`config.mk`:
```
export PLATFORM = sky130hd
export DESIGN_NAME = fbe_csr
export DESIGN_NICKNAME = d
export VERILOG_FILES = /design/src/rtl/core/fbe_pkg.sv /design/src/rtl/core/fbe_csr.sv
export SDC_FILE = /design/constraint.sdc
export NUM_CORES = 1
export LEC_CHECK = 0
export BUFFER_PORTS_ARGS = -buffer_cell sky130_fd_sc_hd__buf_2
export CAP_MARGIN = 20
export CORE_ASPECT_RATIO = 1.2
export CORE_MARGIN = 2
export CORE_UTILIZATION = 35
export DETAILED_ROUTE_END_ITERATION = 10
export GPL_TIMING_DRIVEN = 1
export HOLD_SLACK_MARGIN = 0.06
export PLACE_DENSITY = 0.59
export SLEW_MARGIN = 20
export SYNTH_ARGS = -nofsm -noshare
export SYNTH_HDL_FRONTEND = slang
export SYNTH_SLANG_ARGS = --single-unit
export TNS_END_PERCENT = 1
```
`constraint.sdc`:
```
create_clock -name clock -period 2.7 [get_ports clock]
set_input_delay 0.54 -clock clock [delete_from_list [all_inputs] [get_ports clock]]
set_output_delay 0.54 -clock clock [all_outputs]
set_load 0.005 [all_outputs]
```
`src/rtl/core/fbe_pkg.sv`:
```
// Shared types, constants and helpers for the feedback echo block.
// No dependencies; every other file of the block uses this package.
package fbe_pkg;

   localparam int DelayDepth = 65536;
   localparam int AddrW      = $clog2(DelayDepth);
   localparam int FillW      = AddrW + 1;
   localparam int SampleW    = 24;
   localparam int DelayW     = 16;
   localparam int CoefW      = 17;
   localparam int StateW     = 32;
   localparam int MulAW      = StateW + 1;
   localparam int ProdW      = MulAW + CoefW + 1;
   localparam int GainShift  = 8;
   localparam int CoefShift  = 16;
   localparam int EchoShift  = 8;
   localparam int TapW       = (AddrW > DelayW) ? AddrW : DelayW;
   localparam int CsrIdxW    = 8;

   localparam logic [CoefW-1:0]  CoefOne       = CoefW'(65536);
   localparam logic [DelayW-1:0] DelayRstVal   = DelayW'(22050);
   localparam logic [CoefW-1:0]  GainRstVal    = CoefW'(41943);
   localparam logic [CoefW-1:0]  LpCoefRstVal  = CoefW'(35666);
   localparam logic [CoefW-1:0]  HpCoefRstVal  = CoefW'(0);

   localparam logic signed [SampleW-1:0] SampleMax = {1'b0, {(SampleW-1){1'b1}}};
   localparam logic signed [SampleW-1:0] SampleMin = {1'b1, {(SampleW-1){1'b0}}};

   typedef enum logic [CsrIdxW-1:0] {
      CSR_DELAY   = CsrIdxW'(0),
      CSR_GAIN    = CsrIdxW'(1),
      CSR_LP_COEF = CsrIdxW'(2),
      CSR_HP_COEF = CsrIdxW'(3)
   } csr_idx_type;

   typedef struct packed {
      logic [DelayW-1:0] delay;
      logic [CoefW-1:0]  gain;
      logic [CoefW-1:0]  lp_coef;
      logic [CoefW-1:0]  hp_coef;
   } cfg_type;

   typedef struct packed {
      logic                      wr_en;
      logic [AddrW-1:0]          wr_addr;
      logic signed [SampleW-1:0] wr_data;
      logic                      rd_en;
      logic [AddrW-1:0]          rd_addr;
   } mem_req_type;

   // Limit a coefficient to 1.0.
   function automatic logic [CoefW-1:0] clamp_coef(input logic [CoefW-1:0] v);
      return (v > CoefOne) ? CoefOne : v;
   endfunction

   // Saturate a value one bit wider than a sample to the sample range.
   function automatic logic signed [SampleW-1:0] sat_sample(
      input logic signed [SampleW:0] v);
      logic signed [SampleW:0] hi;
      logic signed [SampleW:0] lo;
      hi = (SampleW+1)'(SampleMax);
      lo = (SampleW+1)'(SampleMin);
      if (v > hi) begin
         return SampleMax;
      end else if (v < lo) begin
         return SampleMin;
      end
      return v[SampleW-1:0];
   endfunction

endpackage

```
`src/rtl/core/fbe_csr.sv`:
```
// Configuration registers: delay, feedback gain and the two filter coefficients.
// Depends on fbe_pkg for register indexes, reset values and coefficient clamping.
module fbe_csr (
   input  logic                         clock,
   input  logic                         reset,
   input  logic                         csr_valid,
   output logic                         csr_ready,
   input  logic [fbe_pkg::CsrIdxW-1:0]  csr_index,
   input  logic [fbe_pkg::CoefW-1:0]    csr_wdata,
   output fbe_pkg::cfg_type             cfg
);
   import fbe_pkg::*;

   cfg_type cfg_ff;
   cfg_type cfg_in;

   always_comb begin
      cfg_in = cfg_ff;
      if (csr_valid) begin
         unique case (csr_index)
            CSR_DELAY:   cfg_in.delay   = csr_wdata[DelayW-1:0];
            CSR_GAIN:    cfg_in.gain    = clamp_coef(csr_wdata);
            CSR_LP_COEF: cfg_in.lp_coef = clamp_coef(csr_wdata);
            CSR_HP_COEF: cfg_in.hp_coef = clamp_coef(csr_wdata);
            default:     cfg_in = cfg_ff;  // drop writes to unknown indexes
         endcase
      end
   end

   always_ff @(posedge clock) begin
      if (reset) begin
         cfg_ff.delay   <= DelayRstVal;
         cfg_ff.gain    <= GainRstVal;
         cfg_ff.lp_coef <= LpCoefRstVal;
         cfg_ff.hp_coef <= HpCoefRstVal;
      end else begin
         cfg_ff <= cfg_in;
      end
   end

   assign csr_ready = 1'b1;
   assign cfg       = cfg_ff;

endmodule

```
**Word-level counts from Yosys, hierarchy flattened**

Cells that the tools add are included.

- Word-level logic and storage cells: 14
- Output and inout bits: 68
- Input bits: 28
- Bits in registers: 67

- Mux-type cells: 1
- $lt $le $gt $ge: 1
- Reduce and logical (&&, ||, !) cells: 5
- Equal/unequal tests: 3

Operators by type and width:

| kind | count |
|---|---|
| > comparator 17 bit (second input constant) | 1 |
| two-way mux 17 bit | 1 |
| == test 8 x 2 -> 1 bit (second input constant) | 2 |
| == test 8 x 1 -> 1 bit (second input constant) | 1 |
| zero test 8 bit | 1 |
| AND reduction 2 bit | 4 |

**Longest topological paths before layout**

- Depth after elaboration: 2
- Depth in mapped cells: 6
- Gate-level depth less buffers: 3

**Worst setup path after synthesis**

OpenSTA, ideal clock, no wires.

- Kind: input port to flip-flop
- From: input csr_index[3] in the netlist's numbering
- To: register cfg_ff, in the netlist cfg[36]
- Required time: 2.578 ns
- Path buffers: 2
- Arrival: 1.931 ns
- Setup slack: 0.646 ns
- Cell stages on the path: 5
- Library setup time: 0.122 ns
- Path through: or4_1 > clkbuf_1 > buf_2 > o31a_1 > a311o_1

- Word-level cells in the longest chain between the ends: 2

RTL lines:

| item | line | source |
|---|---|---|
| start: declaration | fbe_csr.sv:8 | `input logic [fbe_pkg::CsrIdxW-1:0] csr_index,` |
| == test 8 x 1 -> 1 bit | fbe_csr.sv:20 | `unique case (csr_index)` |
| AND reduction 2 bit (no source line) | -- |  |
| end signal: assignment | fbe_csr.sv:37 | `cfg_ff <= cfg_in;` |
| end: declaration | fbe_csr.sv:14 | `cfg_type cfg_ff;` |

No other way between the ends.
A chain may end at the register's enable or synchronous reset.

**Worst setup path in the final report**

- From: input csr_wdata[10] in the netlist's numbering
- To: register cfg_ff, in the netlist cfg[47]

- Word-level cells in the longest chain between the ends: 2

RTL lines:

| item | line | source |
|---|---|---|
| start: declaration | fbe_csr.sv:9 | `input logic [fbe_pkg::CoefW-1:0] csr_wdata,` |
| > comparator 17 bit | fbe_pkg.sv:53 | `return (v > CoefOne) ? CoefOne : v;` |
| two-way mux 17 bit | fbe_pkg.sv:53 |  |

No other way between the ends.

==> impl_results.md <==
- Outcome: completed
- Detail Route Antenna Nets: 0
- # resized after CTS: 0
- Pre-CTS WS: 0.414 ns
- Hold_buf cts: 0
- Vias in the first global route: 2841
- Final instance area: 3860 um^2
- Slew headroom: 0.553
- Placement Cell Area: 3620 um^2
- Die Y: 106 um
- Final GP Congestion: 0.747
- Worst hold slack: 0.470 ns
- Depth of the CTS H-tree: 3
- Gr ovfl total: 0
- Core area: 8520 um^2
- Seq pwr share: 0.456
- Max reg flops: 67
- Switching Share: 0.231
- Clk_lat worst skew: 0.35 ns
- Clock Tree Root: clkbuf_8
- Ys Warns: 0
- Max-slew violations: 0
- Port-buffer cells: 94
- # setup viols final: 0
- Bufs on Longest Clock Path: 2
- MaxCap Viol Count: 0
- Iter 0 DRT Violations: 174
- Sequential area share after synthesis: 0.440
- VDD IR max: 0.000215 V
- Switching pwr: 0.501 mW
- Row count: 37
- CP endpoint kind: flip-flop
- Crit path time final: 1.93 ns
- Final Skew: 0 ns
- DIE AREA: 9470 um^2
- Crit path kind: in -> reg
- Hold Fails Final Rpt: 0
- Unrepaired setup endpoints after global routing: false
- IO Count: 96
- Final worst-path cycle share: 0.714
- Global-route wire length before repair: 14800 um
- Area Overhead vs Synth: 26.7%
- Via count: 3007
- CTS tree: yes
- Drt total wl: 9490 um
- Overall Global Routing Usage: 0.200
- Slew @ Worst Pin: 0.670 ns
- Final std cells w/o fill: 527
- Crit start category: input pin
- Post-detailed-route wirelength per cell: 18.0 um
- Worst endpoint required time: 2.97 ns
- Post-route total power: 2.17 mW
- Layout Nets: 433
- Clk slew on worst S/H paths: 0.07 ns
- Dpl cells: 511
- Max Fanout on Critical Path: 25
- Yosys cell types: 37
- Total negative slack: 0 ns
- Mean Syn Cell Area: 9.26 um^2
- Leak: 1.52 nW
- Final Util: 0.453
- Clock power share: 0.471
- Most frequent cells in the layout: buf_2, dfxtp_1, nand4_1
- CTS sink count: 67
- Combinational share of power: 0.072
- Mapped cell area: 3050 um^2
- Fill count: 921
- Total setup buffers inserted after CTS: 0
- DRC viols: 0
- Most common cell after layout, fill and taps aside: buf_2
- Drt first pass iters: 5
- #FFs+latches synth: 67
- Via-per-instance ratio: 5.71
- Synth Net Count: 357
- Power Internal: 1.67 mW
- Initial antenna violation count: 0
- Pin count of the biggest net entering global routing: 52
- Cells after Synth: 329
- DP Wirelength: 6350 um
- Arrival time at the worst endpoint: 2.19 ns
- Num CTS Buffers: 9
- Power per cell area: 562 nW/um^2
- Worst hold path type: reg -> reg
- Die W: 89.2 um
- Minimum setup slack in the final design: 0.773 ns
- Maximum clock rate: 519 MHz
- Share of cells above drive strength 1: 0.322
- Ant. Diodes: 0
- Starting Density: 0.358
[synthesized netlist by cell type (all sizes together)]
library cell   n  area share
nor4bb         1      0.0033
o32ai         23       0.066
inv           36       0.044
o31a           6       0.017
o41a           1      0.0037
nand2b         1      0.0021
o311ai         5       0.014
dfxtp         67        0.44
a32o           1      0.0033
conb           1      0.0012
clkbuf        27       0.033
o21ai          4      0.0066
o311a          7       0.023
a31oi          4      0.0082
nor3           3      0.0099
o31ai         20       0.049
nor4           6       0.012
nor2b         11       0.023
nor4b          1      0.0049
o41ai          1      0.0053
clkinv         1      0.0012
o211ai         5       0.012
a41o           7       0.023
nand4         42       0.086
or4            5       0.014
o221ai         3      0.0086
a311o          6       0.020
nand3          2      0.0033
buf           17       0.032
or4b           1      0.0033
a21oi         13       0.021
or4bb          1      0.0037
[path summary, 6_finish.rpt]
kind / from / to / slack [ns] / cells past startpoint
max reg2reg: cfg[43]$_SDFFE_PP1P_ / cfg[43]$_SDFFE_PP1P_ / 1.84 / 2
min reg2reg: cfg[64]$_SDFFE_PP0P_ / cfg[64]$_SDFFE_PP0P_ / 0.47 / 2
max: csr_wdata[10] / cfg[47]$_SDFFE_PP1P_ / 0.77 / 5
min: cfg[64]$_SDFFE_PP0P_ / cfg[64]$_SDFFE_PP0P_ / 0.47 / 2
[cell families after synthesis]
family                 share of synthesized area
buffers and inverters                      0.111
other                                    0.00123
flip-flops                                 0.440
AO/OA/AOI/OAI                              0.282
AND/OR/NAND/NOR                            0.165
[area by class of cell]
class	count	area, um^2	share of cell area
inverters	37	139	0.0360
repair buffers	109	596	0.154
flip-flops and latches	67	1340	0.347
well taps	117	146	0.0379
clock inverters	5	100	0.0259
multi-input cells	181	1400	0.362
clock buffers	11	141	0.0366
[critical path: stages]
cell and delay [ns]:
buf_2 0.12, or4_1 0.58, o41a_1 0.51, buf_4 0.26, o221ai_1 0.18
[power by group through the flow]
stage                     clock network, mW  registers, mW  logic, mW
final                                  1.02          0.990      0.157
after global placement                    0           1.01      0.154
after CTS                              1.04          0.989      0.156
after floorplan                           0           1.01     0.0874
after detailed placement                  0           1.01      0.155
after global routing                   1.08          0.989      0.169
[routing by layer]
metal  GRT usage  up-vias  part of all wire
met5           0        -                 0
met4      0.0853        0             0.016
met3      0.0349       12             0.056
met2       0.302      111              0.49
met1       0.279     1438              0.44
li1            -     1446                 -
Note: power is estimated with default switching activity, not from simulation.
