--- config.mk ---
export PLATFORM = sky130hd
export DESIGN_NAME = fbe_datapath
export DESIGN_NICKNAME = d
export VERILOG_FILES = /design/src/rtl/core/fbe_pkg.sv /design/src/rtl/core/fbe_datapath.sv
export SDC_FILE = /design/constraint.sdc
export NUM_CORES = 2
export LEC_CHECK = 0
export BUFFER_PORTS_ARGS = -buffer_cell sky130_fd_sc_hd__buf_2
export CAP_MARGIN = 20
export CORE_ASPECT_RATIO = 0.6
export CORE_MARGIN = 2
export CORE_UTILIZATION = 45
export CTS_CLUSTER_SIZE = 14
export DETAILED_ROUTE_END_ITERATION = 12
export GPL_TIMING_DRIVEN = 1
export PLACE_DENSITY = 0.61
export SLEW_MARGIN = 20
export SYNTH_ARGS = -nofsm -noshare
export SYNTH_HDL_FRONTEND = slang
export SYNTH_SLANG_ARGS = --single-unit
--- constraint.sdc ---
create_clock -name clock -period 18.2 [get_ports clock]
set_clock_uncertainty 0.15 [all_clocks]
set_input_delay 0 -clock clock [delete_from_list [all_inputs] [get_ports clock]]
set_output_delay 0 -clock clock [all_outputs]
set_load 0.005 [all_outputs]
--- src/rtl/core/fbe_pkg.sv ---
// Shared types, constants and helpers for the feedback echo block.
// No dependencies; every other file of the block uses this package.
package fbe_pkg;

   localparam int DelayDepth = 65536;
   localparam int AddrW      = $clog2(DelayDepth);
   localparam int FillW      = AddrW + 1;
   localparam int SampleW    = 24;
   localparam int DelayW     = 16;
   localparam int CoefW      = 17;
   localparam int StateW     = 32;
   localparam int MulAW      = StateW + 1;
   localparam int ProdW      = MulAW + CoefW + 1;
   localparam int GainShift  = 8;
   localparam int CoefShift  = 16;
   localparam int EchoShift  = 8;
   localparam int TapW       = (AddrW > DelayW) ? AddrW : DelayW;
   localparam int CsrIdxW    = 8;

   localparam logic [CoefW-1:0]  CoefOne       = CoefW'(65536);
   localparam logic [DelayW-1:0] DelayRstVal   = DelayW'(22050);
   localparam logic [CoefW-1:0]  GainRstVal    = CoefW'(41943);
   localparam logic [CoefW-1:0]  LpCoefRstVal  = CoefW'(35666);
   localparam logic [CoefW-1:0]  HpCoefRstVal  = CoefW'(0);

   localparam logic signed [SampleW-1:0] SampleMax = {1'b0, {(SampleW-1){1'b1}}};
   localparam logic signed [SampleW-1:0] SampleMin = {1'b1, {(SampleW-1){1'b0}}};

   typedef enum logic [CsrIdxW-1:0] {
      CSR_DELAY   = CsrIdxW'(0),
      CSR_GAIN    = CsrIdxW'(1),
      CSR_LP_COEF = CsrIdxW'(2),
      CSR_HP_COEF = CsrIdxW'(3)
   } csr_idx_type;

   typedef struct packed {
      logic [DelayW-1:0] delay;
      logic [CoefW-1:0]  gain;
      logic [CoefW-1:0]  lp_coef;
      logic [CoefW-1:0]  hp_coef;
   } cfg_type;

   typedef struct packed {
      logic                      wr_en;
      logic [AddrW-1:0]          wr_addr;
      logic signed [SampleW-1:0] wr_data;
      logic                      rd_en;
      logic [AddrW-1:0]          rd_addr;
   } mem_req_type;

   // Limit a coefficient to 1.0.
   function automatic logic [CoefW-1:0] clamp_coef(input logic [CoefW-1:0] v);
      return (v > CoefOne) ? CoefOne : v;
   endfunction

   // Saturate a value one bit wider than a sample to the sample range.
   function automatic logic signed [SampleW-1:0] sat_sample(
      input logic signed [SampleW:0] v);
      logic signed [SampleW:0] hi;
      logic signed [SampleW:0] lo;
      hi = (SampleW+1)'(SampleMax);
      lo = (SampleW+1)'(SampleMin);
      if (v > hi) begin
         return SampleMax;
      end else if (v < lo) begin
         return SampleMin;
      end
      return v[SampleW-1:0];
   endfunction

endpackage

--- src/rtl/core/fbe_datapath.sv ---
// Sequencer and arithmetic: tap read, gain, low-pass, high-pass, write-back.
// Depends on fbe_pkg; drives the delay memory through a request struct.
module fbe_datapath (
   input  logic                               clock,
   input  logic                               reset,
   input  fbe_pkg::cfg_type                   cfg,
   input  logic                               req_valid,
   output logic                               req_stall,
   input  logic signed [fbe_pkg::SampleW-1:0] req_sample_in,
   output logic                               rsp_valid,
   input  logic                               rsp_stall,
   output logic signed [fbe_pkg::SampleW-1:0] rsp_echo_out,
   output fbe_pkg::mem_req_type               mem_req,
   input  logic signed [fbe_pkg::SampleW-1:0] rd_data
);
   import fbe_pkg::*;

   typedef enum logic [2:0] {
      ST_IDLE,
      ST_MUL_X,
      ST_SUB_LP,
      ST_MUL_LP,
      ST_ADD_LP,
      ST_MUL_HP,
      ST_ADD_HP,
      ST_FINISH
   } state_type;

   state_type                 state_ff, state_in;
   logic [AddrW-1:0]          wp_ff, wp_in;
   logic [FillW-1:0]          fill_ff, fill_in;
   logic                      tap_valid_ff, tap_valid_in;
   logic signed [SampleW-1:0] dry_ff, dry_in;
   logic signed [ProdW-1:0]   prod_ff, prod_in;
   logic signed [MulAW-1:0]   diff_ff, diff_in;
   logic signed [StateW-1:0]  lp_ff, lp_in;
   logic signed [StateW-1:0]  hp_ff, hp_in;
   logic                      rsp_valid_ff, rsp_valid_in;
   logic signed [SampleW-1:0] echo_ff, echo_in;

   logic                      accept;
   logic                      out_free;
   logic [AddrW-1:0]          wp_next;
   logic [TapW-1:0]           tap_full;
   logic [AddrW-1:0]          tap;
   logic signed [SampleW-1:0] delayed;
   logic signed [MulAW-1:0]   mul_a;
   logic signed [CoefW:0]     mul_b;
   logic signed [ProdW-1:0]   mul_p;
   logic signed [StateW-1:0]  x_val;
   logic signed [MulAW-1:0]   step;
   logic signed [MulAW-1:0]   sum;
   logic signed [SampleW:0]   echo_wide;
   logic signed [SampleW-1:0] echo_val;
   logic signed [SampleW:0]   store_wide;

   assign accept   = (state_ff == ST_IDLE) && req_valid;
   assign out_free = !rsp_valid_ff || !rsp_stall;
   assign wp_next  = wp_ff + AddrW'(1);
   assign tap_full = TapW'(wp_next) - TapW'(cfg.delay);
   assign tap      = tap_full[AddrW-1:0];
   assign delayed  = tap_valid_ff ? rd_data : '0;

   // Shared multiplier: delayed sample by gain, then the two filter steps.
   always_comb begin
      if (state_ff == ST_MUL_X) begin
         mul_a = MulAW'(delayed);
         mul_b = {1'b0, cfg.gain};
      end else if (state_ff == ST_MUL_LP) begin
         mul_a = diff_ff;
         mul_b = {1'b0, cfg.lp_coef};
      end else begin
         mul_a = diff_ff;
         mul_b = {1'b0, cfg.hp_coef};
      end
   end

   assign mul_p      = ProdW'(mul_a) * ProdW'(mul_b);
   assign x_val      = $signed(prod_ff[GainShift+StateW-1:GainShift]);
   assign step       = $signed(prod_ff[CoefShift+MulAW-1:CoefShift]);
   assign echo_wide  = $signed(diff_ff[MulAW-1:EchoShift]);
   assign echo_val   = sat_sample(echo_wide);
   assign store_wide = (SampleW+1)'(echo_val) + (SampleW+1)'(dry_ff);

   always_comb begin
      state_in     = state_ff;
      wp_in        = wp_ff;
      fill_in      = fill_ff;
      tap_valid_in = tap_valid_ff;
      dry_in       = dry_ff;
      prod_in      = prod_ff;
      diff_in      = diff_ff;
      lp_in        = lp_ff;
      hp_in        = hp_ff;
      echo_in      = echo_ff;
      rsp_valid_in = rsp_valid_ff && rsp_stall;
      sum          = '0;

      mem_req.rd_en   = 1'b0;
      mem_req.rd_addr = tap;
      mem_req.wr_en   = 1'b0;
      mem_req.wr_addr = wp_ff;
      mem_req.wr_data = sat_sample(store_wide);

      unique case (state_ff)
         ST_IDLE: begin
            if (accept) begin
               wp_in         = wp_next;
               dry_in        = req_sample_in;
               mem_req.rd_en = 1'b1;
               // An entry never written since reset reads as zero.
               if (tap != '0) begin
                  tap_valid_in = (fill_ff >= FillW'(tap));
               end else begin
                  tap_valid_in = (fill_ff == FillW'(DelayDepth));
               end
               state_in = ST_MUL_X;
            end
         end
         ST_MUL_X: begin
            prod_in  = mul_p;
            state_in = ST_SUB_LP;
         end
         ST_SUB_LP: begin
            diff_in  = MulAW'(x_val) - MulAW'(lp_ff);
            state_in = ST_MUL_LP;
         end
         ST_MUL_LP: begin
            prod_in  = mul_p;
            state_in = ST_ADD_LP;
         end
         ST_ADD_LP: begin
            sum      = MulAW'(lp_ff) + step;
            lp_in    = sum[StateW-1:0];
            diff_in  = MulAW'(lp_in) - MulAW'(hp_ff);
            state_in = ST_MUL_HP;
         end
         ST_MUL_HP: begin
            prod_in  = mul_p;
            state_in = ST_ADD_HP;
         end
         ST_ADD_HP: begin
            sum      = MulAW'(hp_ff) + step;
            hp_in    = sum[StateW-1:0];
            diff_in  = MulAW'(lp_ff) - MulAW'(hp_in);
            state_in = ST_FINISH;
         end
         ST_FINISH: begin
            // Hold until the output register can take the item.
            if (out_free) begin
               mem_req.wr_en = 1'b1;
               echo_in       = echo_val;
               rsp_valid_in  = 1'b1;
               if (fill_ff != FillW'(DelayDepth)) begin
                  fill_in = fill_ff + FillW'(1);
               end
               state_in = ST_IDLE;
            end
         end
         default: state_in = ST_IDLE;
      endcase
   end

   always_ff @(posedge clock) begin
      if (reset) begin
         state_ff     <= ST_IDLE;
         wp_ff        <= '0;
         fill_ff      <= '0;
         lp_ff        <= '0;
         hp_ff        <= '0;
         rsp_valid_ff <= 1'b0;
      end else begin
         state_ff     <= state_in;
         wp_ff        <= wp_in;
         fill_ff      <= fill_in;
         lp_ff        <= lp_in;
         hp_ff        <= hp_in;
         rsp_valid_ff <= rsp_valid_in;
      end
      tap_valid_ff <= tap_valid_in;
      dry_ff       <= dry_in;
      prod_ff      <= prod_in;
      diff_ff      <= diff_in;
      echo_ff      <= echo_in;
   end

   assign req_stall    = (state_ff != ST_IDLE);
   assign rsp_valid    = rsp_valid_ff;
   assign rsp_echo_out = echo_ff;

endmodule

Word level (Yosys, flattened, before mapping). Cells that the tools add are included.

$add $sub $neg: 9. Multiply operators: 1. Magnitude comparators: 5. Equal/unequal tests: 11. Multiplexer cells: 25. Reductions and logical operators: 14.

Operators with widths (number): $mux W24 (7); $pmux W33 S3 (1); $sub A32 B32 Y33 (3); $add A32 B32 Y32 (2); $gt A25 B24 Y1 const B (2); $lt A25 B24 Y1 const B (2); $mul A33 B18 Y48 (1); $mux W17 (2); $mux W33 (1); $add A24 B24 Y25 (1); $pmux W3 S8 (1); $add A17 B1 Y17 const B (1); $eq A17 B17 Y1 const B (1); $ge A17 B16 Y1 (1); $ne A17 B17 Y1 const B (1); $add A16 B1 Y16 const B (1); $reduce_bool A16 Y1 (1); $sub A16 B16 Y16 (1); $eq A3 B3 Y1 const B (4); $mux W1 (11); $eq A3 B2 Y1 const B (2); $mux W3 (2); $reduce_and A2 Y1 (3); $reduce_bool A3 Y1 (2); 8 further kinds (11).

Flip-flop bits (word level): 231. Output and inout port bits: 84.

Depth between registers and ports, before layout.
Depth after elaboration: 9. Depth in mapped cells: 31. Mapped depth without buffers: 27.

Least setup slack after synthesis. OpenSTA, ideal clock, no wires.

Kind: register to register. Start point: register state_ff[1]. End point: register prod_ff[44], data pin. Library setup time: 0.258 ns. Arrival time: 7.283 ns. Required time: 17.792 ns. Path slack: 10.509 ns. Cell stages (with the launch flop): 29. Period minus slack after synthesis: 7.691 ns. Cell sequence: dfxtp_1 > buf_1 > buf_1 > mux2i_1 > o21a_1 > clkbuf_1 > nor2_1 > fa_1 > inv_1 > fa_1 > fa_1 > inv_1 > fa_1 > fa_1 > inv_1 > fa_1 > inv_1 > ha_1 > clkbuf_1 > a21o_1 > a21o_1 > a21oi_1 > o211ai_1 > o21ai_0 > nor3b_1 > o31a_1 > o31ai_1 > a21oi_1 > xnor2_1.

Cells in the longest elaborated chain, start to end: 4.

Ends and longest elaborated chain: start, declared (line fbe_datapath.sv:29) `state_type state_ff, state_in;`; start signal, assigned (line fbe_datapath.sv:173) `state_ff <= state_in;`; $eq A3 B2 Y1 (line fbe_datapath.sv:69) `end else if (state_ff == ST_MUL_LP) begin`; $mux W17 (line fbe_datapath.sv:69); $mux W17 (line fbe_datapath.sv:66) `if (state_ff == ST_MUL_X) begin`; $mul A33 B18 Y48 (*) (line fbe_datapath.sv:78) `assign mul_p = ProdW'(mul_a) * ProdW'(mul_b);`; via mul_p[44] (line fbe_datapath.sv:49) `logic signed [ProdW-1:0] mul_p;`; end signal, assigned (line fbe_datapath.sv:182) `prod_ff <= prod_in;`; end, declared (line fbe_datapath.sv:34) `logic signed [ProdW-1:0] prod_ff, prod_in;`.

The timed path passes the listed nets; every way through them passes the cells marked *. A chain may end at the register's enable or synchronous reset.

Worst setup path in the final report.
Start point: register state_ff[1]. End point: register prod_ff[42], data pin.

The elaborated chain is that of the path after synthesis.

==> impl_results.md <==
- Outcome: finished clean
- Highest clock rate: 98.46 MHz
- Worst Hold Depth: 2
- Die area: 85000 sq um
- H-tree lvl count: 1
- CP top delay family: adder cells
- Most used DFF post-synth: edfxtp_1
- Clock sink count: 223
- Worst Path Buf+Inv: 6
- Vias in the first global route: 29.55k
- Crit-path max cell delay: 1.05 ns
- Largest net degree at the start of global routing: 67
- Yosys reg bits: 223
- CTS Buf Count: 24
- Wire length of the first global-routing pass: between 150 and 200 mm
- Top layer in use: met5
- Post-route ant nets: 0
- Gr ovfl total: 0
- Clock buffer depth: 3
- Critical Path AT: 10.33 ns
- Die W: 375.1 um
- Mapped Cells: 4437
- Number of flops mapped to enable cells by yosys: 122
- Tightest Pin Transition: 1.129 ns
- Synth top area share: 0.2806
- Dpl cells: 5608
- Commonest non-fill, non-tap cell in the layout: inv_1
- Layout fillers: slightly below 8k
- Synthesized area: 37170 sq um
- DR vias: 31.47k
- Async set-reset flop share out of synthesis: 0
- DRT Wirelength: 121.0 mm
- CTS clock-pin slew for the worst setup and hold paths: 0.07 ns
- Setup Crit Path Kind: reg -> reg
- Worst path slowest cell: nand2b_1
- Crit. path cell count: 27
- Multi-input gate area: 28100 sq um
- Cell Count, Final, Fillers Out: ~5.7k
- Synth-to-Final Area Change: 9.337%
- Unrepaired setup endpoints after global routing: false
- Largest cells by area after synthesis: fa_1 28%, ha_1 11%, edfxtp_1 9.9%
- Sequential area share after synthesis: 0.1529
- # rows: 81
- Maximum capacitance violations: 0
- Initial antenna violation count: 5
- Post-route cell area: 40640 sq um
- Period utilization: 0.5581
- First drt pass iteration count: 6
- Post-layout util: 0.4982
- Placed instance area: approximately 40000 sq um
- CTS tree: yes
- Hold Path Class: in -> reg
- DRT met1 WL: 59.16 mm
- Total nets after synthesis: 5403
- Yosys warns: 0
- Die H: 226.6 um
- Clock root buffer: clkbuf_16
- Worst-path fanout max: 58
- Core area: 81580 sq um
- Worst skew pair latency: about 0.60 ns
- WL met2: 44.21 mm
- Most area-hungry cell type in the Yosys netlist: fa_1
- Max-slew headroom at the worst pin: 0.2444
- WL met3: between 15 and 20 mm
- Drt wl/cell: 21.22 um
- Crit start category: flop
- CP most frequent cell: fa_1
- Boundary Pins: slightly above 200
- Fraction of layout cells with a size suffix above 1: 0.07319
- Worst setup EP type: flop
- Syn Area/Cell: 8.378 sq um
- Most frequent cells in the layout: 782 x inv_1, 555 x nor2_1, 521 x fa_1, 483 x nand2_1, 326 x ha_1
- Fin Setup TNS: 0 ns
- Initial drt markers: 3387
- Final hold violation count: 0
- Post-CTS Resized: 0
- Sequential cell area: ~5700 sq um
- Initial Util: 0.4556
- Vias per inst: roughly 5.5
- Port Buffers: 202
- Post-layout min period: 10.16 ns
- Layout Nets: 5567
- Final Max Slew Viols: 0
- DP HPWL: 99.96 mm
- Critical Path RT: between 15 and 20 ns
- Placer Congestion: 1.003
- Cells on worst reg2reg path: 27
- # DRC: 0
- Setup violators final: 0
- GRT Total Usage: 0.2844
- Post-synthesis cell type count: 93
-- layout make-up --
type                       count  share of cell area
inverter                     783             0.07231
multi-input combinational   3281              0.6913
antenna                        2           0.0001231
sequential                   223              0.1399
timing repair buffer         288             0.04365
tap                         1079             0.03322
clock inverter                14            0.004033
clock buffer                  29             0.01548
-- final timing paths --
| kind | startpoint | slack [ns] | end |
|---|---|---|---|
| max | state_ff[1] | 8.04 | prod_ff[42] |
| min | req_sample_in[19] | 0.02 | dry_ff[19] |
| max reg2reg | state_ff[1] | 8.04 | prod_ff[42] |
| min reg2reg | hp_ff[25] | 0.33 | hp_ff[25] |
-- worst register-to-register path, delay by kind of cell, from the launching register on --
kind / cells / cell delay [ns]
buffers and inverters: 6 / 1.73
DFF: 1 / 0.31
AOI/OAI and AO/OA: 7 / 1.62
xor gates and xnor gates: 1 / 0.15
and+or+nand+nor: 6 / 2.76
adders and majority gates: 7 / 3.19
-- through the flow --
step                      hold WS (ns)  setup slack [ns]
after floorplan               -0.05113             10.51
after global placement         0.02745             8.376
after detailed placement       0.02827             8.183
after CTS                     0.006056             8.152
after global routing          0.003335             7.544
final                          0.02282             8.043
-- cells by family after synthesis --
logic type,share of synthesized area
and+or+nand+nor,0.1647
AOI/OAI and AO/OA,0.1309
adders and majority gates,0.3919
DFF,0.1529
xor gates and xnor gates,0.05833
buffers and inverters,0.09438
muxes,0.006799
-- cells in the mapped netlist, types with 26 or more instances --
master / number
a21oi_1: 219
nor2_1: 558
ha_1: 326
nand2b_1: 40
xor2_1: 102
o21ai_0: 127
a21o_1: 89
xnor2_1: 143
a31oi_1: 26
a211oi_1: 37
edfxtp_1: 122
nor2b_1: 43
and3_1: 27
and2_1: 40
nor3_1: 38
nand2_1: 484
nand3_1: 80
dfxtp_1: 101
fa_1: 521
clkbuf_1: 138
o21a_1: 67
inv_1: 782
-- per-layer routing --
metal,up-vias,track usage
li1,14610,-
met1,15270,0.4622
met2,1450,0.3618
met3,137,0.08897
met4,2,0.04275
met5,-,0
-- what timing repair did --
action | in CTS | in global routing
hold buffers | 46 | 0
hold endpoints to repair | 69 | 0
setup buffers | 0 | 0
-- registers in the layout, summed over array words and instances, names as in the netlist --
name          flops
state_ff          3
rsp_valid         1
wp_ff            16
tap_valid_ff      1
rsp_echo_out     24
fill_ff          17
prod_ff          40
diff_ff          33
hp_ff            32
dry_ff           24
lp_ff            32
Power is left out: the tool's default activity adds up to more than one toggle a clock period on the data nets, which glitch-free logic cannot reach.
